`src/rtl/core/ppp_ram.sv`:
```
// Generic simple dual-port RAM with registered read.
module ppp_ram #(
	parameter int WIDTH = 32,
	parameter int DEPTH = 64
) (
	input  logic                                   clk,
	input  logic                                   we,
	input  logic [(DEPTH > 1 ? $clog2(DEPTH) : 1)-1:0] waddr,
	input  logic [WIDTH-1:0]                       wdata,
	input  logic [(DEPTH > 1 ? $clog2(DEPTH) : 1)-1:0] raddr,
	output logic [WIDTH-1:0]                       rdata
);
	logic [WIDTH-1:0] mem [DEPTH];

	always_ff @(posedge clk) begin
		if (we) begin
			mem[waddr] <= wdata;
		end
		rdata <= mem[raddr];
	end
endmodule

```
`config.mk`:
```
export PLATFORM = sky130hd
export DESIGN_NAME = ppp_ram
export DESIGN_NICKNAME = d
export VERILOG_FILES = /design/src/rtl/core/ppp_ram.sv
export SDC_FILE = /design/constraint.sdc
export NUM_CORES = 2
export LEC_CHECK = 0
export BUFFER_PORTS_ARGS = -buffer_cell sky130_fd_sc_hd__buf_2
export CORE_MARGIN = 5
export CORE_UTILIZATION = 40
export DETAILED_ROUTE_END_ITERATION = 8
export SYNTH_ARGS = -nofsm -noshare
export SYNTH_HDL_FRONTEND = slang
export SYNTH_SLANG_ARGS = --single-unit
```
`constraint.sdc`:
```
create_clock -name clk -period 3.7 [get_ports clk]
set_clock_uncertainty 0.15 [all_clocks]
set_input_delay 0.185 -clock clk [delete_from_list [all_inputs] [get_ports clk]]
set_output_delay 0.185 -clock clk [all_outputs]
set_load 0.05 [all_outputs]
```
# ---- Yosys cells after proc, flatten, opt, wreduce, memory -nomap -nowiden
# Memories as Yosys holds them, arrays and structs flattened. A register that Yosys moved wholly into a read port is not among the register bits.
# Index checks and enable logic that the tools add are counted.
dict set report classes {
  muxes 2
}
# operator n
set op_table {}
lappend op_table {{2-to-1 mux 1 bit} 2}
dict set report totals {
  register_bits 0
  ramBits 2048
  input_bits 46
  word_cells 3
  memories 1
}
# memory depth width read_ports rd_clocked_by_memory_dff wr line
set memory_table {}
lappend memory_table {mem 64 32 1 1 1 13} ;# logic [WIDTH-1:0] mem [DEPTH];

# ---- Logic depth before layout (Yosys ltp)
dict set report logic_depth {
  word_depth 2
  ltp_mapped 10
}

# ---- Least setup slack after synthesis
# OpenSTA, ideal clock, no wires.
dict set report synth_timing {
  path_kind {input port to flip-flop}
  start {input port waddr[3] in the netlist's numbering}
  end {memory mem[48][0] (enable)}
  setup_time_ns 0.461
  arrival_ns 2.884
  required_ns 3.089
  slack_ns 0.205
  cell_stages 4
  path_cell_list {clkbuf_1 nor2b_1 nand4b_1 nor3_1}
}
# item line
set synth_rtl {}
lappend synth_rtl {{from (decl)} 8} ;# input logic [(DEPTH > 1 ? $clog2(DEPTH) : 1)-1:0] waddr,
lappend synth_rtl {{to (decl)} 13}
# No word-level cell before the write port.

==> summary.md <==
| Metric | Value |
|---|---|
| Peak VDD IR | `0.364 mV` |
| CP cell instances | `buf_8 -> buf_12 -> buf_12 -> mux4_2 -> mux4_2 -> o22ai_1 -> nor2_1` |
| Fmax | `384 MHz` |
| Largest net degree at the start of global routing | `65` |
| Starting density of the core | `40.2%` |
| GRT overflow | `0` |
| Worst Hold Class | `primary input to flop` |
| Final setup viols | `0` |
| Post-cts gate resize count | `0` |
| Cell row count | `162` |
| Die height | `453 um` |
| CP startpoint kind | `primary input` |
| Vias in the first global route | `37800` |
| Clock root buffer | `clkbuf_16` |
| H-tree Lvls | `4` |
| Share of cells above drive strength 1 | `31.1%` |
| Area leader, netlist | `edfxtp_1` |
| Critical Path RT | `4.16 ns` |
| Largest stage delay on the critical path | `0.55 ns` |
| Synth area leaders | `edfxtp_1 (78%), mux4_2 (16%), mux2i_1 (1.2%)` |
| Setup repair bufs after CTS | `0` |
| Clk Latency, worst-skew pair | `0.82 ns` |
| CP arrival | `3.07 ns` |
| Cells after synthesis | `3324` |
| Fin crit share | `70.4%` |
| Unrepaired setup endpoints after global routing | `no` |
| Routability cong. | `0.785` |
| Slew margin rel. | `19.3%` |
| Finished Core Util | `46.6%` |
| CP max-delay cell | `mux4_2` |
| Pleak | `28.3 nW` |
| Seq cells post-synth | `2080` |
| Post-synth EDFFs | `2048` |
| Nets | `3725` |
| Switching pwr | `10.5 mW` |
| Int Pwr | `38.7 mW` |
| FF-to-FF path depth | `4` |
| Vias per cell | `5.72` |
| Synth top area share | `78.3%` |
| Async SR Flop Fraction | `0%` |
| Ys flop type | `edfxtp_1` |
| Crit path from | `raddr[0]` |
| Crit path kind | `primary input to flop` |
| Power Density | `540 nW/um2` |
| Total Wirelength | `201 mm` |
| Maximum fanout along the worst path | `46` |
| Clk network pwr share | `41.4%` |
| Syn_nets | `3370` |
| Die Wd | `453 um` |
| # fillers | `15800` |
| Final Hold Vio Count | `0` |
| Post-Syn Area | `78500 um2` |
| Worst path bufs/invs | `3` |
| Post-Syn Area per Cell | `23.6 um2` |
| GRT Util Overall | `19.6%` |
| I/O pin count | `78` |
| Final min period | `2.60 ns` |
| Status | `finished, final reports clean` |
| Crit Reg-Reg Startpoint | `mem[3][1]` |
| Synth-to-layout area growth | `16.0%` |
| CP delay by family, top | `multiplexers` |
| Initial antenna violation count | `14` |
| Port-buffer cells | `77` |
| Wire per inst | `31.0 um` |
| Hold buffers post-CTS | `28` |
| Via Count | `37200` |
| Pre-antenna DRT Iters | `5` |
| Sink Count | `2080` |
| Gate power share | `5.3%` |
| Flop pwr share | `53.3%` |
| Post-DP HPWL | `117 mm` |
| Worst-path clk slew | `0.06 ns` |
| Sw Ratio | `21.3%` |
| Die area | `205000 um2` |
| First-pass GRT wire length | `287 mm` |
| Post-synthesis cell type count | `34` |
| Antenna viol nets, final | `0` |
| Crit path capture | `rdata[1]` |
| Synthesis Warnings | `0` |
| Seq/Total Area, Yosys | `79.1%` |
| Cts bufs inserted | `209` |
| Max-Cap Viols | `0` |
| CTS tree | `built` |
| Slew @ Worst Pin | `1.21 ns` |
| Worst Setup End Kind | `flop` |
| Pins Over Slew Limit | `0` |
| Core area | `195000 um2` |
| Clk buf depth | `3` |
| Cell depth of the worst setup path | `7` |
| Final TNS setup | `0 ns` |
| # DRC | `0` |
| R2r setup slk | `1.12 ns` |
| Initial DRC Count | `3908` |
| Critical R2R Capture | `rdata[1]` |
-- metal layers --
layer | vias to the layer above | GRT usage [%] | routed length [um]
met2 | 1556 | 31.3 | 97200
met3 | 330 | 3.45 | 15400
met1 | 20200 | 27.8 | 82400
met4 | 6 | 5.81 | 6030
met5 | - | 0 | 31
li1 | 15000 | - | -
-- power by group through the flow --
| stage | logic, mW | registers [mW] | clock network (mW) |
|---|---|---|---|
| after CTS | 2.65 | 26.2 | 20.7 |
| after detailed placement | 2.62 | 26.7 | 0 |
| after floorplan | 1.27 | 26.8 | 0 |
| after global placement | 2.59 | 26.7 | 0 |
| final | 2.60 | 26.2 | 20.3 |
| after global routing | 2.76 | 26.2 | 21.7 |
-- how the worst min path moves through the flow --
stage / end / from / cells after the start
2_1_floorplan: mem[0][0] / wdata[0] / 0
3_3_place_gp: rdata[1] / rdata[1] / 1
3_5_place_dp: rdata[1] / rdata[1] / 1
4_1_cts: mem[22][15] / wdata[15] / 1
5_1_grt: rdata[27] / raddr[3] / 4
6_report: mem[32][10] / wdata[10] / 1
-- kinds of logic (layout without fill, tap and decap cells) --
family	count (synthesis)	in the layout	synth area share (%)
flops	2080	2080	79.1
mux	637	637	16.8
simple gates	223	223	1.27
compound gates	202	202	1.67
buf+inv	182	717	1.13
other cells	0	9	0
-- cell usage after synthesis (5+ instances only) --
cell	n
mux2i_1	93
buf_6	5
buf_4	25
a22oi_1	12
dfxtp_1	32
o221ai_1	27
clkbuf_1	74
nand2b_1	8
edfxtp_1	2048
o22ai_1	84
nor3_1	7
buf_1	21
mux4_2	544
nand2_1	26
nand3b_1	5
nand3_1	5
nor2_1	137
a21oi_1	62
buf_2	57
nor2b_1	15
a311oi_1	8
-- layout make-up --
type / count / area (um2) / share of cell area [%]
Antenna cell: 9 / 22.5 / 0.0247
Clock buffer: 288 / 5740 / 6.31
Clock inverter: 103 / 853 / 0.937
Multi-Input combinational cell: 1062 / 16000 / 17.5
Sequential cell: 2080 / 62100 / 68.2
Tap cell: 2624 / 3280 / 3.61
Timing Repair Buffer: 326 / 3040 / 3.34
-- metrics by stage --
step	cell area, um2	hold slack, ns	total power, mW	setup slack [ns]	cells
3_5_place_dp	84100	0.508	29.3	0.118	6064
5_1_grt	91000	0.0508	50.7	1.07	6487
2_1_floorplan	78500	0.134	28.1	0.205	3324
3_3_place_gp	84100	0.507	29.3	0.149	6064
4_1_cts	91000	0.00240	49.6	1.01	6483
6_report	91000	0.0285	49.2	1.10	6492
-- registers in the layout, indices dropped and copies added, names as in the netlist --
register / count
mem: 2048
rdata: 32
-- placed cells by master (no fill, tap or decap), types with 32 or more instances in the layout --
master     count
nor2_1        75
clkbuf_16    214
a21oi_1       62
clkinv_1      40
dfxtp_1       32
mux2i_1       93
nor2_4        62
mux4_2       544
buf_2         73
o22ai_1       84
buf_4        167
buf_12        54
edfxtp_1    2048
clkinv_2      35
clkbuf_1      63
-- worst register-to-register path, delay by kind of cell, from the launching register on --
| kind | cells | cell delay (ns) |
|---|---|---|
| muxes | 2 | 1.02 |
| AOI/OAI and AO/OA | 1 | 0.53 |
| and+or+nand+nor | 1 | 0.32 |
| DFF | 1 | 0.36 |
Note: power is estimated with default switching activity, not from simulation.
