**config.mk**
```make
export PLATFORM = sky130hd
export DESIGN_NAME = ppp_isqrt
export DESIGN_NICKNAME = d
export VERILOG_FILES = /design/src/rtl/core/ppp_pkg.sv /design/src/rtl/core/ppp_isqrt.sv
export SDC_FILE = /design/constraint.sdc
export NUM_CORES = 1
export LEC_CHECK = 0
export BUFFER_PORTS_ARGS = -buffer_cell sky130_fd_sc_hd__buf_2
export CAP_MARGIN = 15
export CORE_MARGIN = 2
export CORE_UTILIZATION = 60
export CTS_BUF_LIST = sky130_fd_sc_hd__clkbuf_4 sky130_fd_sc_hd__clkbuf_8 sky130_fd_sc_hd__clkbuf_16
export CTS_CLUSTER_SIZE = 30
export DETAILED_ROUTE_END_ITERATION = 7
export PLACE_DENSITY = 0.79
export SLEW_MARGIN = 20
export SYNTH_ARGS = -nofsm -noshare
export SYNTH_HDL_FRONTEND = slang
export SYNTH_SLANG_ARGS = --single-unit
```
**constraint.sdc**
```tcl
create_clock -name clk -period 16.91 [get_ports clk]
set_input_delay 3.382 -clock clk [delete_from_list [all_inputs] [get_ports clk]]
set_output_delay 3.382 -clock clk [all_outputs]
set_load 0.02 [all_outputs]
```
**src/rtl/core/ppp_pkg.sv**
```systemverilog
// Shared types, widths and helpers for the polyline point projection unit.
package ppp_pkg;

	localparam logic REQ_LOAD  = 1'b0;
	localparam logic REQ_QUERY = 1'b1;

	localparam int QUO_W = 34;   // quotient and root width
	localparam int SQ_W  = 68;   // squared distances, divisor
	localparam int NUM_W = 102;  // dividend width
	localparam int MUL_W = 35;   // multiplier operand width
	localparam int PRD_W = 70;   // product width

	localparam logic [39:0] MAX40 = 40'hFF_FFFF_FFFF;

	typedef struct packed {
		logic               req_type;
		logic signed [31:0] coord_x;
		logic signed [31:0] coord_y;
		logic [39:0]        edge_length;
		logic               measure_from_start;
		logic [39:0]        endpoint_offset;
		logic [31:0]        nearest_index;
		logic [31:0]        edge_id;
	} req_t;

	typedef struct packed {
		logic               valid_res;
		logic signed [31:0] proj_x;
		logic signed [31:0] proj_y;
		logic [39:0]        along_distance;
		logic [39:0]        perp_distance;
		logic               outside_segment;
		logic [31:0]        nearest_index_out;
		logic [31:0]        edge_id_out;
	} res_t;

	function automatic logic signed [MUL_W-1:0] sdiff(input logic signed [31:0] a,
			input logic signed [31:0] b);
		return MUL_W'(a) - MUL_W'(b);
	endfunction

	function automatic logic [39:0] sat40(input logic [40:0] v);
		return v[40] ? MAX40 : v[39:0];
	endfunction

endpackage

```
**src/rtl/core/ppp_isqrt.sv**
```systemverilog
// Digit-by-digit integer square root, one root bit per cycle.
module ppp_isqrt import ppp_pkg::*; (
	input  logic             clk,
	input  logic             arst_n,
	input  logic             start,
	input  logic [SQ_W-1:0]  val,
	output logic             done,
	output logic [QUO_W-1:0] root
);
	localparam int CNT_W = $clog2(QUO_W + 1);

	logic [SQ_W-1:0]  op_q, res_q, one_q;
	logic [CNT_W-1:0] cnt_q;
	logic             run_q, done_q;
	logic [SQ_W:0]    t;
	logic             ge;

	assign t  = {1'b0, res_q} + {1'b0, one_q};
	assign ge = {1'b0, op_q} >= t;

	always_ff @(posedge clk or negedge arst_n) begin
		if (!arst_n) begin
			run_q  <= 1'b0;
			done_q <= 1'b0;
			cnt_q  <= '0;
		end else begin
			done_q <= !start && run_q && (cnt_q == CNT_W'(1));
			if (start) begin
				run_q <= 1'b1;
				cnt_q <= CNT_W'(QUO_W);
			end else if (run_q) begin
				cnt_q <= cnt_q - 1'b1;
				if (cnt_q == CNT_W'(1)) begin
					run_q <= 1'b0;
				end
			end
		end
	end

	always_ff @(posedge clk) begin
		if (start) begin
			op_q  <= val;
			res_q <= '0;
			one_q <= SQ_W'(1) << (2 * QUO_W - 2);
		end else if (run_q) begin
			if (ge) begin
				op_q  <= op_q - t[SQ_W-1:0];
				res_q <= (res_q >> 1) + one_q;
			end else begin
				res_q <= res_q >> 1;
			end
			one_q <= one_q >> 2;
		end
	end

	assign done = done_q;
	assign root = res_q[QUO_W-1:0];
endmodule

```
### Word level (Yosys, flattened, before mapping)

Index checks and enable logic that the tools add are counted.
W data, S select, Z words.

* add/subtract/negate cells: 4
* order comparisons: 1
* eq/ne operators: 1
* multiplexer cells: 9
* reductions and logical operators: 6

Operator list (number)
* $mux W68: 4
* $add A68 B67 Y69: 1
* $ge A68 B69 Y1: 1
* $add A67 B67 Y68: 1
* $sub A68 B68 Y68: 1
* $mux W6: 2
* $eq A6 B1 Y1 const B: 1
* $sub A6 B1 Y6 const B: 1
* $reduce_bool A2 Y1: 2
* $mux W1: 3
* $logic_and A1 B1 Y1: 2
* $reduce_and A2 Y1: 1
* $logic_not A1 Y1: 1

* flip-flop bits (word level): 178
* input bits: 71

### Longest topological paths before layout

Gate-level depths: netlist of run 1.

* depth after elaboration: 5
* mapped depth: 26
* mapped depth without buffers: 23

### Worst setup path after synthesis of run 1

OpenSTA, ideal clock, no wires.

* kind: register -> register
* from: register res_q[2]
* to: register op_q[0], enable pin
* library setup time: 0.588 ns
* data arrival time: 9.731 ns
* required time: 16.322 ns
* slack: 6.591 ns
* stages on the path, launching flop included: 22
* buffers on the path: 2
* period minus slack after synthesis: 10.319 ns
* cell sequence: dfxtp_1 ha_1 a31o_2 a31o_2 a21bo_2 a21o_1 a31oi_2 o41ai_2 a221oi_2 o21bai_1 a211o_1 xnor2_1 ha_1 and2_1 nand3_1 nor4_1 a31oi_4 o31ai_4 nand2_2 buf_6 buf_4 o21ai_0

* word-level cells in the longest chain between the ends: 4

Ends and longest elaborated chain
* start: declaration: RTL line ppp_isqrt.sv:12 `logic [SQ_W-1:0] op_q, res_q, one_q;`
* start signal: assignment: RTL line ppp_isqrt.sv:48 `res_q <= (res_q >> 1) + one_q;`
* start signal: assignment: RTL line ppp_isqrt.sv:50 `res_q <= res_q >> 1;`
* $add A68 B67 Y69: RTL line ppp_isqrt.sv:18 `assign t = {1'b0, res_q} + {1'b0, one_q};`
* $ge A68 B69 Y1: RTL line ppp_isqrt.sv:19 `assign ge = {1'b0, op_q} >= t;`
* $reduce_bool A2 Y1 (no line)
* $reduce_and A2 Y1 (no line)
* end signal: assignment: RTL line ppp_isqrt.sv:42 `op_q <= val;`
* end signal: assignment: RTL line ppp_isqrt.sv:47 `op_q <= op_q - t[SQ_W-1:0];`
* end: declaration: RTL line ppp_isqrt.sv:12

No other way between the ends.
A chain may end at the register's enable or synchronous reset.

### Final worst setup path of run 1

* from: register res_q[26]
* to: register op_q[17], enable pin

The elaborated chain is that of the path after synthesis.

==> reports/summary.txt, run 1 <==
CP required - 17.00 ns
Worst hold stages - 2
Post-route ant nets - 0
Routability congestion estimate - 0.953
Die Height - 172 um
Worst hold slack - 0.509 ns
Die Wd - 172 um
Dpl cell area - 17200 um2
Final setup vio count - 0
Post-route minimum period - 7.69 ns
Largest net degree at the start of global routing - 85
Peak VDD IR - 0.122 mV
1st-pass router iterations - 8
Reg2reg path depth - 22
Clock sink total - 178
Buffers added on ports - 105
Total GRT Usage - 33.5%
Total power - 2.82 mW
Post_cts resized - 0
Mapped cell area - 16900 um2
Worst R2R Start - res_q[26]
Final setup TNS - 0 ns
CTS Buf Count - 17
PwrDens - 159 nW/um2
DRT iter0 DRCs - 1681
Post-synthesis mux area share - 2.69%
Clk_lat worst skew - 0.47 ns
Synth Area in Compound Gates - 26.8%
Final period util - 45.5%
Worst hold start - res_q[0]
Root buffer selected by CTS - clkbuf_16
CP Capture Type - flip-flop
Capturing point of the worst reg2reg path - op_q[17]
CP max FO - 50
Max_slew headroom - 27.9%
RSZ-0062 raised after global routing - no
Power share of the combinational group - 60.3%
Remaining Overflow, GRT - 0
Die footprint - 29500 um2
Pins Over Slew Limit - 0
Ratio of cells with drive above 1 in the final layout - 10.3%
Antenna diode count - 0
Post-synth top area cell - dfxtp_1
Synth Area per Inst - 7.95 um2
HP Class - reg2reg
Crit path launch type - flip-flop
First-pass GRT wire length - 78500 um
Largest family of logic cells by synthesized area - compound AO/OA/AOI/OAI gates
R2R setup slack - 9.22 ns
Via density - 6.54
CTS Buffer Depth - 2
Fin Clk Skew - 0.0175 ns
Post-synth EDFFs - 68
H-tree depth - 4
Max_cap viols - 0
Worst Setup SP - res_q[26]
Most used DFF post-synth - dfxtp_1
FFs w/ async S/R, synth - 4.49%
Worst path arrival time - 7.79 ns
Wire length per cell - 19.8 um
Initial core utilization - 60.8%
Synth top area share - 12.1%
Internal Pwr Total - 1.46 mW
Adder-cell share of the synthesized area - 10.5%
Post-CTS Hold Fix Bufs - 0
Worst-margin pin slew - 1.07 ns
Clock power share - 14.5%
Final hold viol count - 0
Syn_nets - 2332
Sw Ratio - 48.4%
Total number of vias - 16293
Switching Power - 1.37 mW
Hold Path End - res_q[0]
Seq pwr share - 25.1%
Seq cells post-synth - 178
Clock transition at the registers of the reported paths - 0.08 ns
Vias in the first global route - 15214
Clock tree from TritonCTS - built
Area growth syn-to-layout - 5.34%
Max Clock Freq - 130 MHz
HPWL after DPL - 36500 um
Seq/Total Area, Yosys - 25.4%
Final nets - 2314
Post-Synth XOR/XNOR Area - 8.99%
Setup CP Type - reg2reg
Rows - 61
Initial antenna violation count - 1
Drt total wl - 49400 um
Run status - complete, no violations
Number of I/O pins - 106
DRC - 0
Post-CTS Setup Inserts - 0
Final instance area - 17800 um2
Post-Synth Simple-Gate Area - 19.9%
Warnings from Yosys - 0
Leak - 7.23 nW
Unique masters post-synth - 91
Largest cells by area after synthesis - dfxtp_1, edfxtp_1, ha_1
Core area - 27700 um2
Synth Instances - 2120
## state kept, by name (all words and copies together), names as in the netlist
| name | cells |
|---|---|
| cnt_q | 6 |
| one_q | 34 |
| run_q | 1 |
| res_q | 68 |
| op_q | 68 |
| done | 1 |
## power by group through the flow
| stage | registers, mW | clock network [mW] | logic, mW |
|---|---|---|---|
| 2_1_floorplan | 0.679 | 0 | 1.33 |
| 3_5_place_dp | 0.713 | 0 | 1.66 |
| 6_report | 0.709 | 0.410 | 1.70 |
| 3_3_place_gp | 0.712 | 0 | 1.64 |
| 4_1_cts | 0.706 | 0.411 | 1.67 |
| 5_1_grt | 0.721 | 0.428 | 1.87 |
## worst max path at each step
stage / end / slack, ns / depth (start not counted)
finish: op_q[17] / 9.22 / 22
CTS: op_q[17] / 9.30 / 22
global route: op_q[17] / 8.72 / 22
global placement: op_q[24] / 9.45 / 22
detailed placement: op_q[17] / 9.31 / 22
floorplan: op_q[0] / 6.59 / 21
## layout by cell type (no fill, tap or decap), types with 42 or more instances in the layout
master and n:
nand2_1 260, ha_1 140, a31oi_1 69, nand3_1 59, dfxtp_1 102, nand4_1 45, a21oi_1 120, nor3_1 43
edfxtp_1 68, o21ai_0 153, nor2_1 195, a21o_1 53, xor2_1 83, buf_2 104, xnor2_1 90, mux2i_1 42
## cell type report
class                      count  area [um2]
clock buffer                  17         425
clock inverter                15         163
fill                        2476        9950
inverter                      42         158
multi-input combinational   1747       11600
sequential                   178        4290
tap                          378         473
timing repair buffer         116         614
## Yosys cell counts (43+ instances only)
master / instances
xnor2_1: 90
a31oi_1: 69
nand4_1: 45
o21ai_0: 154
xor2_1: 83
a21o_1: 53
a21oi_1: 120
nand2_1: 260
clkbuf_1: 90
nand3_1: 59
dfxtp_1: 102
ha_1: 140
nor3_1: 43
edfxtp_1: 68
nor2_1: 195
## cells by family after synthesis
logic type / after synthesis
buf+inv: 195
fa+ha+maj: 141
flops: 178
xor+xnor: 173
compound gates: 660
mux: 45
simple gates: 728
## critical path, cell delays in order, from the launching register on
cell,delay [ns]
dfxtp_1,0.61
ha_1,0.29
nand4_1,0.16
nor3_1,0.54
a31oi_2,0.29
o41ai_2,0.44
a221oi_2,0.19
o31ai_2,0.57
a21oi_1,0.18
xor2_1,0.20
ha_1,0.40
nand2_1,0.09
nor4_1,0.46
nand3_1,0.13
o21ai_0,0.21
a31o_2,0.13
a21oi_1,0.11
o31ai_4,0.07
buf_4,0.38
nand2_2,0.20
buf_4,0.32
o21ai_4,0.56
buf_4,0.69
## metrics by stage
stage,std cells,util (%),setup WS (ns)
after detailed placement,2461,62.0,9.31
final,2493,64.1,9.22
after CTS,2493,64.1,9.30
after global routing,2493,64.1,8.72
after floorplan,2120,-,6.59
after global placement,2461,62.0,9.45
## per-layer routing
| layer | share of wire (%) | up-vias | GRT usage, % |
|---|---|---|---|
| met5 | 0.099 | - | 0 |
| met4 | 3.5 | 2 | 14.3 |
| met3 | 7.9 | 125 | 5.09 |
| met2 | 46 | 727 | 54.8 |
| met1 | 43 | 7639 | 43.9 |
| li1 | - | 7800 | - |
(Power assumes the default switching activity.)
==> run 2, diff against run 1 <==
--- a/config.mk
+++ b/config.mk
@@ -5,10 +5,11 @@
 export SDC_FILE = /design/constraint.sdc
 export NUM_CORES = 1
 export LEC_CHECK = 0
+export ABC_AREA = 1
 export BUFFER_PORTS_ARGS = -buffer_cell sky130_fd_sc_hd__buf_2
 export CAP_MARGIN = 15
 export CORE_MARGIN = 2
-export CORE_UTILIZATION = 60
+export CORE_UTILIZATION = 58
 export CTS_BUF_LIST = sky130_fd_sc_hd__clkbuf_4 sky130_fd_sc_hd__clkbuf_8 sky130_fd_sc_hd__clkbuf_16
 export CTS_CLUSTER_SIZE = 30
 export DETAILED_ROUTE_END_ITERATION = 7
==> constraint.sdc (replaced) <==
create_clock -name clk -period 6.4 [get_ports clk]
set_input_delay 1.28 -clock clk [delete_from_list [all_inputs] [get_ports clk]]
set_output_delay 1.28 -clock clk [all_outputs]
set_load 0.02 [all_outputs]
==> run 2 against run 1 <==
The flow now finishes with violations (DRC); critical path type unchanged; setup slack got worse by 8.4 ns; via count grew 44%; first-iteration DRC count grew 69%; maximum frequency is 37% higher; register-to-register slack lost 8.4 ns; sequential power rose to 2.8 times the previous value; cell count increased by 56%; hold slack worse by 0.0099 ns; synthesized cell count up 59%.
==> reports/summary.txt, run 2 <==
Post-synth top area cell - nand2_1
WP depth - 25 (+14%)
Most common cell on crit path - nand2_1
Fin worst setup slack - 0.787 ns (-8.43 ns)
Worst Setup SP - res_q[10]
First-pass GRT wire length - 118000 um (+50%)
H-tree depth - 4 (unchanged)
Most common cell in the netlist - nand2_1
Remaining Overflow, GRT - 0 (unchanged)
Die Wd - 190 um (+11%)
RSZ-0062 raised after global routing - no
Final hold viol count - 0 (unchanged)
Drt total wl - 77600 um (+57%)
Max_cap viols - 0 (unchanged)
Pins Over Slew Limit - 0 (unchanged)
Mapped cell area - 20100 um2 (+19%)
Adder-cell share of the synthesized area - 8.82% (-1.7 points)
Commonest cells post-synth - nand2_1, inv_1, nor2_1, nand3_1, o21ai_0
Post-Synth Simple-Gate Area - 36.9% (+17 points)
Synth Instances - 3363 (+59%)
Seq/Total Area, Yosys - 21.3% (-4.1 points)
Largest net degree at the start of global routing - 105 (+24%)
Post-route minimum period - 5.61 ns (-2.08 ns)
Clock sink total - 178 (unchanged)
Worst hold start - cnt_q[5]
Setup CP Type - reg2reg
Warnings from Yosys - 0 (unchanged)
PwrDens - 429 nW/um2 (+170%)
Post-Synth XOR/XNOR Area - 4.23% (-4.8 points)
Final nets - 3630 (+57%)
Max Clock Freq - 178 MHz (+37%)
HPWL after DPL - 63300 um (+73%)
DRT iter0 DRCs - 2844 (+69%)
Synth top area share - 17.8% (+5.7 points)
Vias in the first global route - 22161 (+46%)
Syn_nets - 3575 (+53%)
Post-CTS Setup Inserts - 0 (unchanged)
Fin Clk Skew - 0.0167 ns (-0.000869 ns)
Total number of vias - 23384 (+44%)
Leak - 9.25 nW (+28%)
Antenna diode count - 0 (unchanged)
Routability congestion estimate - 1.10 (+15%)
Initial antenna violation count - 0 (-1)
CTS Buf Count - 17 (unchanged)
Die Height - 190 um (+11%)
Root buffer selected by CTS - clkbuf_16
Post_cts resized - 0 (unchanged)
CP Capture Type - flip-flop
Worst hold slack - 0.499 ns (-0.00994 ns)
Post-synth EDFFs - 68 (unchanged)
Buffers and inverters on the worst path - 2 (-1)
Rows - 68 (+11%)
Die footprint - 36100 um2 (+23%)
Most frequent cells in the layout - nand2_1, inv_1, nor2_1
Most common cell after layout, fill and taps aside - nand2_1
Final setup TNS - 0 ns (unchanged)
CTS Buffer Depth - 2 (unchanged)
Run status - finished, violations left
DRC - 1 (+1)
Final setup vio count - 0 (unchanged)
Total GRT Usage - 42.4% (+9.0 points)
Max_slew headroom - 31.2% (+3.3 points)
Post-synthesis mux area share - 0% (-2.7 points)
Clk_lat worst skew - 0.47 ns (about the same)
Wire length per cell - 20.0 um (+0.78%)
Worst path slowest cell - o21ai_1
Failing checks - DRC
Largest cells by area after synthesis - nand2_1, dfxtp_1, edfxtp_1
Number of I/O pins - 106 (unchanged)
Core area - 34300 um2 (+24%)
CP delay by family, top - simple AND/OR/NAND/NOR gates
Synth Area in Compound Gates - 17.2% (-9.6 points)
Post-route ant nets - 0 (unchanged)
Ratio of cells with drive above 1 in the final layout - 6.73% (-3.5 points)
Dpl ws - 0.947 ns (-8.37 ns)
Largest family of logic cells by synthesized area - simple AND/OR/NAND/NOR gates
Unique masters post-synth - 49 (-46%)
Clock tree from TritonCTS - built
Most used DFF post-synth - dfxtp_1
Worst-margin pin slew - 1.03 ns (-0.0475 ns)
Via density - 6.02 (-7.9%)
Final period util - 87.7% (+42 points)
FFs w/ async S/R, synth - 4.49% (unchanged)
Worst path arrival time - 5.73 ns (-2.06 ns)
Largest stage delay, worst path - 0.49 ns (-0.20 ns)
Buffers added on ports - 105 (unchanged)
Worst R2R Start - res_q[10]
Worst hold stages - 1 (-1)
Synth Area per Inst - 5.97 um2 (-25%)
1st-pass router iterations - 8 (unchanged)
Clock transition at the registers of the reported paths - 0.07 ns (about the same)
CP required - 6.52 ns (-10.48 ns)
Crit path launch type - flip-flop
Area growth syn-to-layout - 6.82%
CP max FO - 68 (+36%)
Post-CTS Hold Fix Bufs - 0 (unchanged)
Peak VDD IR - 0.478 mV (+290%)
Biggest regs - op_q (68), res_q (68), one_q (34)
Initial core utilization - 58.6% (-2.3 points)
Seq cells post-synth - 178 (unchanged)
HP Class - reg2reg
Reg2reg path depth - 25 (+14%)
==> run 2: cells by family (layout without fill, tap and decap cells) <==
kind of cell / Yosys count / in the layout
xor+xnor: 97 / 97
simple gates: 1747 / 1747
compound gates: 634 / 634
buf+inv: 566 / 633
flops: 178 / 178
fa+ha+maj: 141 / 141
==> run 2: path summary, 6_finish.rpt <==
kind | end | slack (ns)
min | cnt_q[5] | 0.50
max | op_q[21] | 0.79
min in group asynchronous | done | 0.64
max reg2reg | op_q[21] | 0.79
min reg2reg | cnt_q[5] | 0.50
max in group asynchronous | cnt_q[5] | 5.58
==> run 2: cell type report <==
cell class	count	area (um2)
Clock buffer	18	439
Clock inverter	13	163
Fill cell	3413	12800
Inverter	479	1800
Multi-Input combinational cell	2619	13500
Sequential cell	178	4280
Tap cell	455	569
Timing Repair Buffer	123	686
==> run 2: worst register-to-register path, cell delays in order, from the launching register on <==
cell and delay (ns):
dfxtp_1 0.42, ha_1 0.41, nand2_1 0.10, o21ai_1 0.33, nand2_1 0.12, nand3_1 0.14, nand3_1 0.08, o21ai_1 0.24
a21oi_1 0.18, o21ai_1 0.49, nand3_1 0.21, nand3b_1 0.13, nand2_1 0.09, ha_1 0.39, nand2_1 0.13, nor2_1 0.25
nand2_1 0.14, nor2_1 0.21, nand4_1 0.12, o21bai_1 0.15, a21o_2 0.18, nand2_4 0.06, nand2_4 0.08, inv_2 0.05
o21ai_4 0.13, buf_12 0.35
==> run 2: stage by stage <==
step | total power [mW] | cell area (um2) | cells | utilization (%)
floorplan | 6.08 | 20100 | 3363 | -
CTS | 8.95 | 21400 | 3885 | 62.6
detailed placement | 7.80 | 20800 | 3854 | 60.8
finish | 9.20 | 21400 | 3885 | 62.6
global route | 9.78 | 21400 | 3885 | 62.6
global placement | 7.65 | 20800 | 3854 | 60.8
==> run 2: power breakdown <==
| part | switching (mW) | internal (mW) | leakage (nW) |
|---|---|---|---|
| clock network | 0.542 | 0.599 | 0.294 |
| logic | 4.15 | 1.92 | 7.32 |
| registers | 0.339 | 1.65 | 1.63 |
| total | 5.03 | 4.17 | 9.25 |
==> run 2: layer usage <==
layer / global-route usage (%) / vias to the layer above / wire length [um]
met3: 6.38 / 283 / 7910
met5: 0 / - / 0
met2: 68.9 / 1445 / 34400
li1: - / 11094 / -
met1: 53.1 / 10562 / 29900
met4: 26.1 / 0 / 5370
