--- src/rtl/core/ppp_pkg.sv ---
// Shared types, widths and helpers for the polyline point projection unit.
package ppp_pkg;

	localparam logic REQ_LOAD  = 1'b0;
	localparam logic REQ_QUERY = 1'b1;

	localparam int QUO_W = 34;   // quotient and root width
	localparam int SQ_W  = 68;   // squared distances, divisor
	localparam int NUM_W = 102;  // dividend width
	localparam int MUL_W = 35;   // multiplier operand width
	localparam int PRD_W = 70;   // product width

	localparam logic [39:0] MAX40 = 40'hFF_FFFF_FFFF;

	typedef struct packed {
		logic               req_type;
		logic signed [31:0] coord_x;
		logic signed [31:0] coord_y;
		logic [39:0]        edge_length;
		logic               measure_from_start;
		logic [39:0]        endpoint_offset;
		logic [31:0]        nearest_index;
		logic [31:0]        edge_id;
	} req_t;

	typedef struct packed {
		logic               valid_res;
		logic signed [31:0] proj_x;
		logic signed [31:0] proj_y;
		logic [39:0]        along_distance;
		logic [39:0]        perp_distance;
		logic               outside_segment;
		logic [31:0]        nearest_index_out;
		logic [31:0]        edge_id_out;
	} res_t;

	function automatic logic signed [MUL_W-1:0] sdiff(input logic signed [31:0] a,
			input logic signed [31:0] b);
		return MUL_W'(a) - MUL_W'(b);
	endfunction

	function automatic logic [39:0] sat40(input logic [40:0] v);
		return v[40] ? MAX40 : v[39:0];
	endfunction

endpackage

--- src/rtl/core/ppp_div.sv ---
// Restoring divider, one quotient bit per cycle.
module ppp_div import ppp_pkg::*; (
	input  logic             clk,
	input  logic             arst_n,
	input  logic             start,
	input  logic [NUM_W-1:0] num,
	input  logic [SQ_W-1:0]  den,
	output logic             done,
	output logic [QUO_W-1:0] quot
);
	localparam int CNT_W = $clog2(QUO_W + 1);

	logic [SQ_W-1:0]  rem_q, den_q;
	logic [QUO_W-1:0] lo_q;
	logic [CNT_W-1:0] cnt_q;
	logic             run_q, done_q;
	logic [SQ_W:0]    trial, diff;
	logic             ge;

	assign trial = {rem_q, lo_q[QUO_W-1]};
	assign ge    = trial >= {1'b0, den_q};
	assign diff  = trial - {1'b0, den_q};

	always_ff @(posedge clk or negedge arst_n) begin
		if (!arst_n) begin
			run_q  <= 1'b0;
			done_q <= 1'b0;
			cnt_q  <= '0;
		end else begin
			done_q <= !start && run_q && (cnt_q == CNT_W'(1));
			if (start) begin
				run_q <= 1'b1;
				cnt_q <= CNT_W'(QUO_W);
			end else if (run_q) begin
				cnt_q <= cnt_q - 1'b1;
				if (cnt_q == CNT_W'(1)) begin
					run_q <= 1'b0;
				end
			end
		end
	end

	// the low word shifts out dividend bits and shifts in quotient bits
	always_ff @(posedge clk) begin
		if (start) begin
			rem_q <= num[NUM_W-1:QUO_W];
			lo_q  <= num[QUO_W-1:0];
			den_q <= den;
		end else if (run_q) begin
			rem_q <= ge ? diff[SQ_W-1:0] : trial[SQ_W-1:0];
			lo_q  <= {lo_q[QUO_W-2:0], ge};
		end
	end

	assign done = done_q;
	assign quot = lo_q;
endmodule

--- config.mk ---
export PLATFORM = sky130hd
export DESIGN_NAME = ppp_div
export DESIGN_NICKNAME = d
export VERILOG_FILES = /design/src/rtl/core/ppp_pkg.sv /design/src/rtl/core/ppp_div.sv
export SDC_FILE = /design/constraint.sdc
export NUM_CORES = 1
export LEC_CHECK = 0
export BUFFER_PORTS_ARGS = -buffer_cell sky130_fd_sc_hd__buf_2
export CAP_MARGIN = 20
export CORE_AREA = 3 3 153 184
export DETAILED_ROUTE_END_ITERATION = 16
export DIE_AREA = 0 0 156 187
export HOLD_SLACK_MARGIN = 0.12
export PLACE_DENSITY = 0.69
export SYNTH_ARGS = -nofsm -noshare
export SYNTH_HDL_FRONTEND = slang
export SYNTH_SLANG_ARGS = --single-unit
--- constraint.sdc ---
create_clock -name clk -period 6.15 [get_ports clk]
set_clock_uncertainty 0.15 [all_clocks]
set_input_delay 0.615 -clock clk [delete_from_list [all_inputs] [get_ports clk]]
set_output_delay 0.615 -clock clk [all_outputs]
set_load 0.01 [all_outputs]
-- Word-level counts from Yosys, hierarchy flattened
Cells that the tools add are included.
- add/sub/neg operators: 2
- order comparisons: 1
- eq/ne operators: 1
- multiplexer cells: 10
- reductions and logical operators: 4
- operator list (kind ; count):
    two-way mux 68 bit ; 3
    >= comparator 69 x 68 -> 1 bit ; 1
    two-way mux 34 bit ; 2
    subtractor 68 bit ; 1
    two-way mux 6 bit ; 2
    == test 6 x 1 -> 1 bit, second input constant ; 1
    subtractor 6 x 1 -> 6 bit, second input constant ; 1
    two-way mux 1 bit ; 3
    logical AND 1 bit ; 2
    nonzero test 2 bit ; 1
    logical NOT 1 bit ; 1
- register bits: 178
- input port bits: 173
- output and inout bits: 35
- logic and storage cells: 24

-- Logic depth before layout (Yosys ltp)
Gate-level depths: netlist of the first run.
- word-level depth: 4
- depth in mapped cells: 16
- mapped depth without buffers: 14

-- Worst setup path after synthesis of the first run
No wires, ideal clock.
- path kind: register to register
- from: register rem_q[24]
- to: register rem_q[54] (data pin)
- arrival: 3226 ps
- data required time: 5727 ps
- slack: 2501 ps
- stages on the path, launching flop included: 14
- buffers on the path: 3
- path through: edfxtp_1 -> ha_1 -> buf_2 -> nand4_1 -> or3_1 -> and3_1 -> a22o_1 -> a2111oi_4 -> o2111ai_4 -> and2_1 -> buf_6 -> buf_4 -> a2111oi_0 -> a211oi_1
- longest elaborated chain between the ends: 4
- elaborated cells between the ends (all ways): 5
- those cells by class: 1 x add/sub; 1 x order compare; 3 x mux
- ends and longest elaborated chain (what ; line ; source):
    start, declared ; ppp_div.sv:13 ; logic [SQ_W-1:0] rem_q, den_q;
    start signal, assigned ; ppp_div.sv:46 ; rem_q <= num[NUM_W-1:QUO_W];
    start signal, assigned ; ppp_div.sv:50 ; rem_q <= ge ? diff[SQ_W-1:0] : trial[SQ_W-1:0];
    subtractor 68 bit or >= comparator 69 x 68 -> 1 bit (tied branches) ; ppp_div.sv:22, ppp_div.sv:21 ;
    two-way mux 68 bit (*) ; ppp_div.sv:50 ;
    two-way mux 68 bit (*) ; ppp_div.sv:49 ; end else if (run_q) begin
    two-way mux 68 bit (*) ; ppp_div.sv:45 ; if (start) begin
Every way passes the cells marked *; elsewhere a longest branch is shown, timed or not. The select of a mux whose other input is x is not followed.
A chain may end at the register's enable or synchronous reset.

-- Worst setup path after layout of the first run
- from: register rem_q[21]
- to: register rem_q[56] (data pin)
The elaborated chain is that of the path after synthesis.

==> results of run 1 <==
[layout by cell type, fill, tap and decap left out, types with 13 or more instances in the layout]
cell | Yosys | final
mux2_2 | 39 | 39
nor3_1 | 20 | 20
a21oi_1 | 98 | 98
nor2_1 | 103 | 103
inv_1 | 88 | 88
nand2_1 | 168 | 167
o21ai_0 | 42 | 42
nand4_1 | 18 | 18
o21bai_1 | 15 | 15
o31ai_1 | 13 | 13
buf_2 | 15 | 206
xnor2_1 | 35 | 35
nand3_1 | 28 | 28
and3_1 | 23 | 23
xor2_1 | 22 | 22
a31oi_1 | 51 | 51
a21o_1 | 30 | 30
clkbuf_16 | 0 | 17
ha_1 | 70 | 70
edfxtp_1 | 170 | 170
[worst paths after layout]
kind / end / slack (ps) / depth (start not counted)
max in group asynchronous: cnt_q[3]$_DFFE_PN0P_ / 5290 / 2
setup reg to reg: rem_q[56]$_DFFE_PP_ / 1600 / 12
hold reg to reg: cnt_q[1]$_DFFE_PN0P_ / 400 / 2
hold / removal: den_q[46]$_DFFE_PP_ / 180 / 1
setup / recovery: rem_q[56]$_DFFE_PP_ / 1600 / 12
min in group asynchronous: cnt_q[2]$_DFFE_PN0P_ / 380 / 2
[cells by family (layout without fill, tap and decap cells)]
logic type	Yosys count	after routing
AO/OA/AOI/OAI	337	337
XOR/XNOR	57	57
adder cells (fa/ha/maj)	71	71
buffers and inverters	148	340
flip-flops	178	178
multiplexers	42	42
AND/OR/NAND/NOR	413	413
[metal layers]
metal | share of wire | global-route usage | routed length [um] | vias to the layer above
met5 | 0.00043 | 0 | 14 | -
met4 | 0.027 | 0.0765 | 888 | 4
met3 | 0.072 | 0.0560 | 2360 | 64
met2 | 0.48 | 0.373 | 15800 | 346
met1 | 0.42 | 0.272 | 13600 | 4691
li1 | - | - | - | 4933
[Yosys cell counts (11+ instances only)]
cell	instances	area, sq um
nand3_1	28	140
xor2_1	22	193
nand4_1	18	113
edfxtp_1	170	5100
buf_2	15	75.1
clkbuf_1	34	128
mux2_2	39	439
xnor2_1	35	307
o21bai_1	15	113
a21o_1	30	225
ha_1	70	876
nor3_1	20	100
nand2_1	168	631
a211oi_1	11	82.6
a31oi_1	51	319
o31ai_1	13	97.6
nor2_1	103	387
inv_1	88	330
a21oi_1	98	490
and3_1	23	144
o21ai_0	42	210
[metrics by stage]
stage               total power, mW  worst slack (ps)   util  instance area [sq um]
floorplan                      4.65              2500      -                  11900
global placement               5.46              1460  0.497                  13100
detailed placement             5.51              1270  0.497                  13100
CTS                            6.72              1240  0.521                  13800
global route                   7.26              1330  0.522                  13800
finish                         6.74              1600  0.522                  13800
[power by group through the flow]
| stage | combinational [mW] | sequential, mW | clock [mW] |
|---|---|---|---|
| floorplan | 2.78 | 1.88 | 0 |
| global placement | 3.55 | 1.91 | 0 |
| detailed placement | 3.59 | 1.92 | 0 |
| CTS | 3.61 | 1.90 | 1.21 |
| global route | 4.07 | 1.94 | 1.25 |
| finish | 3.66 | 1.90 | 1.19 |
[state kept, by name, indices dropped and copies added, names as in the netlist]
signal / cells
cnt_q: 6
den_q: 68
done: 1
quot: 34
rem_q: 68
run_q: 1
[layout make-up]
class	count	area, sq um	area share
Tap cell	335	419	0.0304
Clock inverter	15	206	0.0150
Timing Repair Buffer	219	1150	0.0834
Sequential cell	178	5310	0.384
Inverter	89	335	0.0243
Clock buffer	17	425	0.0308
Multi-Input combinational cell	920	5970	0.432
[worst max-delay path, cell delays in order, from the launching register on]
cell and delay, ps:
edfxtp_1 390, ha_1 460, a211oi_1 150, o21ai_1 160, a21oi_1 110, a221o_1 370, and3_1 240, a2111oi_4 560
o2111ai_4 260, and2_2 530, buf_16 260, or4_1 550, a31oi_1 180
==> metrics.cfg, run 1 <==
[status]
status=finished clean

[drt]
ant_nets=0
viasPerCell=5.66
avgRoutedWirePerCell_um=18.4
num_vias=10000
first_pass_iters=5
route.detailed.drc=0
wl_um=32600
drtIter0Drc=630

[floorplan]
num_io_pins=208
core.rowCount=65
initial_core_util=0.449
die_y_um=187
fp.coreArea_sq_mm=0.0264
die_w_um=156
dieArea_sq_mm=0.0292

[synth]
synth-simple-area-share=0.159
synth_cell_types=71
yosys_warnings=0
synth_nets=1490
synth_compound_area_frac=0.187
synthAdderAreaFrac=0.0755
async_flop_share=0.0449
synth_ff_type=edfxtp_1
synth_top_family_by_area=compound AO/OA/AOI/OAI gates
synth-edff-count=170
ys_seq_area_frac=0.447
synth_xor_area_frac=0.0421
avgSynthCellArea_sq_um=9.52
muxShareOfSynthArea=0.0395
synth.cell_area_sq_mm=0.0119
synthCells=1246
ys_ff_latch=178

[sta]
period_needed_ps=4550
slew-limit-headroom=0.332
clock.fmax_mhz=220
rsz0062_at_grt=false
tns_ps=0
setup_violations=0
tightest_slew_ps=1000
hold_ws_ps=183
timing.final.crit_share=0.739
slew_violations=0
report.final.hold_viol_count=0

[critical_path]
critPathKind=reg -> reg
startpoint_type=flop
timing.rr.start=rem_q[21]$_DFFE_PP_
cp_data_required_time_ps=6290
cp_max_fo=28
cp-end-kind=flop
crit_arrival_ps=4690
startpoint=rem_q[21]$_DFFE_PP_

[clock_tree]
cts-root-buf=clkbuf_16
htree_levels=4
clk_latency_ps=450
post_cts_resized=0
cts_hold_buf=1
numCtsBuffers=17
clk_pin_slew_ps=80
cts_tree=yes
cts_max_path_buffers=2
cts_sinks=178
cts_setup_buffers=0

[layout]
diodes=0
syn2layout_area_growth_pct=16.4
fillers=2497
nets=1669
fin_cells=1773
drive_above_1_share=0.213

[grt]
grt_max_degree=85
grt_pass1_vias=10100
grt_overflow_total=0
global_route.usage.total=0.220
grt_pass1_wl_um=51500
antenna_found_initial=2

[power_and_ir_drop]
p_int_mw=3.87
pwr-share-clk=0.176
p_leak_nw=5.94
switching_share=0.426
ir_worst_vdd_uv=187
comb_power_share=0.542
seq_power_share=0.282
p_per_area_mw_per_mm2=488
p_sw_mw=2.87

[worst_hold_path]
hp-class=in -> reg
min-delay-start=den[46]

[placement]
port-buffer-count=207
place_hpwl_um=24400
dp.cells=1739
place_congestion=0.913

[job]
maxCapViolations=0

(Power assumes the default switching activity.)
==> run 2, diff against run 1 <==
--- a/config.mk
+++ b/config.mk
@@ -11,7 +11,7 @@
 export DETAILED_ROUTE_END_ITERATION = 16
 export DIE_AREA = 0 0 156 187
 export HOLD_SLACK_MARGIN = 0.12
-export PLACE_DENSITY = 0.69
+export PLACE_DENSITY = 0.71
 export SYNTH_ARGS = -nofsm -noshare
 export SYNTH_HDL_FRONTEND = slang
 export SYNTH_SLANG_ARGS = --single-unit
==> constraint.sdc (replaced) <==
create_clock -name clk -period 3.7 [get_ports clk]
set_clock_uncertainty 0.15 [all_clocks]
set_input_delay 0.37 -clock clk [delete_from_list [all_inputs] [get_ports clk]]
set_output_delay 0.37 -clock clk [all_outputs]
set_load 0.01 [all_outputs]
==> metrics.cfg, run 2 (synthesized netlist as in run 1, its figures left out) <==
[grt]
grt_pass1_vias=11600  ; +14%
grt_pass1_wl_um=58000  ; +12%
grt_overflow_total=0  ; unchanged
antenna_found_initial=1  ; -1
grt_max_degree=73  ; -14%
global_route.usage.total=0.247  ; +0.0264

[critical_path]
startpoint=rem_q[25]$_DFFE_PP_
critPathKind=reg -> reg
r2r_cells=11  ; -1
reg2reg_to=rem_q[63]$_DFFE_PP_
startpoint_type=flop
reg2reg_slack_ps=70  ; -1540 ps
endpoint=rem_q[63]$_DFFE_PP_
crit_arrival_ps=3770  ; -920 ps
cp_max_fo=8  ; -71%
timing.rr.start=rem_q[25]$_DFFE_PP_
cp-end-kind=flop
cp_data_required_time_ps=3840  ; -2450 ps

[floorplan]
fp.coreArea_sq_mm=0.0264  ; unchanged
die_w_um=156  ; unchanged
num_io_pins=208  ; unchanged
die_y_um=187  ; unchanged
core.rowCount=65  ; unchanged
initial_core_util=0.449  ; unchanged
dieArea_sq_mm=0.0292  ; unchanged

[drt]
route.detailed.drc=0  ; unchanged
wl_um=36400  ; +12%
first_pass_iters=5  ; unchanged
viasPerCell=5.48  ; -3.3%
avgRoutedWirePerCell_um=17.9  ; -2.8%
num_vias=11200  ; +11%
drtIter0Drc=606  ; -3.8%
ant_nets=0  ; unchanged

[placement]
place_congestion=0.915  ; +0.13%
port-buffer-count=207  ; unchanged
place_hpwl_um=26000  ; +6.5%

[status]
status=finished clean

[clock_tree]
clk_latency_ps=440  ; about the same
cts_sinks=178  ; unchanged
cts_tree=yes
cts-root-buf=clkbuf_16
clk_pin_slew_ps=70  ; about the same
htree_levels=4  ; unchanged
cts_max_path_buffers=2  ; unchanged
numCtsBuffers=17  ; unchanged

[sta]
clock.fmax_mhz=275  ; +25%
tns_ps=0  ; unchanged
slew-limit-headroom=0.409  ; +0.0772
rsz0062_at_grt=true
report.final.hold_viol_count=0  ; unchanged
tightest_slew_ps=886  ; -116 ps
slew_violations=0  ; unchanged
period_needed_ps=3630  ; -913 ps
hold_ws_ps=139  ; -44.5 ps
timing.final.crit_share=0.982  ; +0.243
setup_violations=0  ; unchanged

[layout]
final_common_cell=buf_2
syn2layout_area_growth_pct=38.3
drive_above_1_share=0.283  ; +0.0691
fin_util=0.621  ; +0.0982
diodes=0  ; unchanged
final_cell_mix=206 x buf_2, 170 x edfxtp_1, 167 x nand2_1, 140 x dlygate4sd3_1, 133 x buf_4
nets=1933  ; +16%

[worst_hold_path]
hp-class=in -> reg

[power_and_ir_drop]
p_leak_nw=7.13  ; +20%
ir_worst_vdd_uv=324  ; +73%
p_per_area_mw_per_mm2=762  ; +56%

[job]
maxCapViolations=0  ; unchanged

==> run 2: cell count changes in the layout (fill, tap and decap cells not counted), moves of 4 or more <==
cell,before,now
a21oi_1,98,92
dlygate4sd3_1,1,140
ha_4,0,7
buf_4,11,133
a2111oi_0,5,1
ha_1,70,56
o21ai_0,42,38
a21oi_2,0,6
nor3_1,20,15
ha_2,0,7
nor3_2,0,4
==> run 2: worst max-delay path, stage by stage (launching register included) <==
cell	delay, ps
edfxtp_1	470
ha_4	320
nand4_1	230
or3_1	400
and3_1	200
a22o_1	240
a2111oi_4	300
o2111ai_4	140
and2_4	250
buf_4	170
or3b_2	460
a2bb2oi_1	170
==> run 2: per-stage QoR <==
stage,power (mW),std cells,worst slack [ps],cell area (sq um)
6_report,12.5,2037,65.7,16400
5_1_grt,13.5,2037,-140,16400
4_1_cts,12.1,2030,6.69,16100
3_5_place_dp,10.1,1856,-94.4,14000
3_3_place_gp,10.0,1856,-39.5,14000
2_1_floorplan,7.74,1246,50.7,11900
==> run 2: worst min path at each step <==
stage	start	endpoint	slack [ps]	depth (start not counted)
2_1_floorplan	arst_n	cnt_q[0]$_DFFE_PN0P_	-80	0
3_3_place_gp	arst_n	done$_DFF_PN0_	70	1
3_5_place_dp	arst_n	done$_DFF_PN0_	70	1
4_1_cts	num[74]	rem_q[40]$_DFFE_PP_	120	3
5_1_grt	num[55]	rem_q[21]$_DFFE_PP_	140	3
6_report	num[55]	rem_q[21]$_DFFE_PP_	140	3
==> run 2: report_power, final <==
group / switching, mW / internal (mW)
logic: 4.04 / 3.42
clock network: 0.844 / 1.00
registers: 0.322 / 2.87
==> run 2: metal layers <==
metal / vias to the layer above / global-route usage / routed length [um]
li1: 5456 / - / -
met1: 5285 / 0.304 / 15200
met2: 333 / 0.425 / 18200
met3: 77 / 0.0511 / 1840
met4: 2 / 0.0890 / 1150
met5: - / 0 / 13
==> run 2: layout make-up <==
class                   instances  area [sq um]
clock buffers                  18           429
fillers                      2181         10000
multi-input cells             920          6260
flip-flops and latches        178          5310
clock inverters                14           155
inverters                      89           335
well taps                     335           419
repair buffers                483          3500
==> run 2: what timing repair did <==
item | in CTS | in global routing
hold buffers | 140 | 0
pin swaps | 2 | 16
buffers inserted | 2 | 7
resized for setup | 7 | 59
setup endpoints to repair | 45 | 68
endpoints found under the hold margin | 145 | 0
==> run 3, diff against run 2 <==
--- a/config.mk
+++ b/config.mk
@@ -11,7 +11,7 @@
 export DETAILED_ROUTE_END_ITERATION = 16
 export DIE_AREA = 0 0 156 187
 export HOLD_SLACK_MARGIN = 0.12
-export PLACE_DENSITY = 0.71
+export PLACE_DENSITY = 0.69
 export SYNTH_ARGS = -nofsm -noshare
 export SYNTH_HDL_FRONTEND = slang
 export SYNTH_SLANG_ARGS = --single-unit
==> constraint.sdc (replaced) <==
create_clock -name clk -period 3.4 [get_ports clk]
set_clock_uncertainty 0.15 [all_clocks]
set_input_delay 0.34 -clock clk [delete_from_list [all_inputs] [get_ports clk]]
set_output_delay 0.34 -clock clk [all_outputs]
set_load 0.01 [all_outputs]
==> metrics.cfg, run 3 (synthesized netlist as in run 1, its figures left out) <==
[clock_tree]
htree_levels=4  ; unchanged
clk_pin_slew_ps=70  ; about the same
cts_tree=yes
numCtsBuffers=17  ; unchanged
cts_sinks=178  ; unchanged
clk_latency_ps=450  ; about the same
cts_max_path_buffers=2  ; unchanged
cts-root-buf=clkbuf_16

[drt]
viasPerCell=5.63  ; +2.8%
ant_nets=0  ; unchanged
drtIter0Drc=876  ; +45%
first_pass_iters=6  ; +1
wl_um=41400  ; +14%
avgRoutedWirePerCell_um=19.0  ; +6.0%
route.detailed.drc=0  ; unchanged
num_vias=12300  ; +10%

[critical_path]
cp_data_required_time_ps=3450  ; -390 ps
critPathKind=reg -> reg
timing.rr.start=rem_q[22]$_DFFE_PP_
cp_max_fo=7  ; -1
startpoint_type=flop
cp-end-kind=flop
crit_arrival_ps=3570  ; -200 ps
startpoint=rem_q[22]$_DFFE_PP_

[floorplan]
initial_core_util=0.449  ; unchanged
num_io_pins=208  ; unchanged
core.rowCount=65  ; unchanged
fp.coreArea_sq_mm=0.0264  ; unchanged
die_w_um=156  ; unchanged
dieArea_sq_mm=0.0292  ; unchanged
die_y_um=187  ; unchanged

[sta]
setup_violations=61  ; +61
hold_ws_ps=129  ; -9.84 ps
rsz0062_at_grt=true
slew_violations=0  ; unchanged
slew-limit-headroom=0.501  ; +0.0916
tightest_slew_ps=730  ; -156 ps
timing.final.ws_setup_ps=-128  ; -194 ps
clock.fmax_mhz=283  ; +3.0%
timing.final.crit_share=1.04  ; +0.0554
period_needed_ps=3530  ; -106 ps
report.final.hold_viol_count=0  ; unchanged
tns_ps=-2840  ; -2840 ps

[grt]
busiest_layer=met2
grtUsageMet3=0.0470  ; -0.00417
grt_use_met2=0.457  ; +0.0318
grt_overflow_total=0  ; unchanged
use_met1=0.313  ; +0.00873
grt_max_degree=89  ; +22%
antenna_found_initial=0  ; -1
grt_pass1_wl_um=61100  ; +5.4%
grt_pass1_vias=12200  ; +5.1%
global_route.usage.total=0.258  ; +0.0110

[layout]
final_cell_mix=233 x buf_4, 206 x buf_2, 170 x edfxtp_1, 153 x dlygate4sd3_1, 135 x nand2_1
syn2layout_area_growth_pct=56.4
diodes=0  ; unchanged
final_common_cell=buf_4
drive_above_1_share=0.395  ; +0.113
nets=2078  ; +7.5%

[power_and_ir_drop]
ir_worst_vdd_uv=434  ; +34%
power.total_mw=16.5  ; +32%
p_per_area_mw_per_mm2=887  ; +16%
p_leak_nw=8.00  ; +12%

[placement]
port-buffer-count=207  ; unchanged
place_hpwl_um=26900  ; +3.5%
place_congestion=0.934  ; +2.1%

[job]
maxCapViolations=0  ; unchanged

[status]
violations=setup timing
status=finished with violations

[worst_hold_path]
min-delay-start=num[38]
hp-class=in -> reg

## run 3: metal layers
layer  share of wire  routed length [um]
met1            0.40               16400
met4           0.036                1500
met3           0.061                2540
met5               0                   0
met2            0.51               21000
## run 3: power by group
part	total, mW	switching [mW]	internal, mW
Combinational	10.9	5.46	5.41
Clock	1.99	0.953	1.03
Sequential	3.60	0.471	3.13
## run 3: layout make-up
type                            count  area, sq um
Clock buffer                       17          425
Multi-Input combinational cell    922         7080
Sequential cell                   178         5310
Inverter                           89          335
Timing Repair Buffer              626         4840
Tap cell                          335          419
Clock inverter                     15          146
Fill cell                        1896         7880
## run 3: critical path, stage by stage (launching register included)
cell and delay, ps:
edfxtp_1 460, ha_4 320, o21ai_1 80, o21ai_1 260
a21oi_2 100, a221o_1 350, and3_4 180, a2111oi_4 390
o2111ai_4 190, buf_6 170, buf_4 170, nand3_1 110
o31ai_2 90, mux2_4 260
## run 3: per-stage QoR
stage,utilization,instance area (sq um),worst slack [ps],instances
2_1_floorplan,-,12000,-128,1246
3_3_place_gp,0.561,14800,-372,1944
3_5_place_dp,0.561,14800,-320,1944
4_1_cts,0.659,17400,-40.0,2140
5_1_grt,0.702,18600,-226,2182
6_report,0.702,18600,-128,2182
## run 3: what timing repair did
item | CTS | global route
setup endpoints to repair | 68 | 68
pin swaps | 37 | 54
hold buffers | 152 | 1
buffers inserted | 12 | 33
gates resized for setup | 63 | 154
hold endpoints to repair | 158 | 1
gates cloned | 1 | 8
## run 3: path summary, 6_finish.rpt
| path | depth (start not counted) | to | slack, ps |
|---|---|---|---|
| worst max-delay path | 13 | rem_q[61]$_DFFE_PP_ | -130 |
| worst min-delay path | 3 | rem_q[4]$_DFFE_PP_ | 130 |
| worst max register to register | 13 | rem_q[61]$_DFFE_PP_ | -130 |
| worst min register to register | 1 | quot[8]$_DFFE_PP_ | 430 |
| max in group asynchronous | 3 | cnt_q[3]$_DFFE_PN0P_ | 2130 |
| min in group asynchronous | 3 | cnt_q[0]$_DFFE_PN0P_ | 690 |
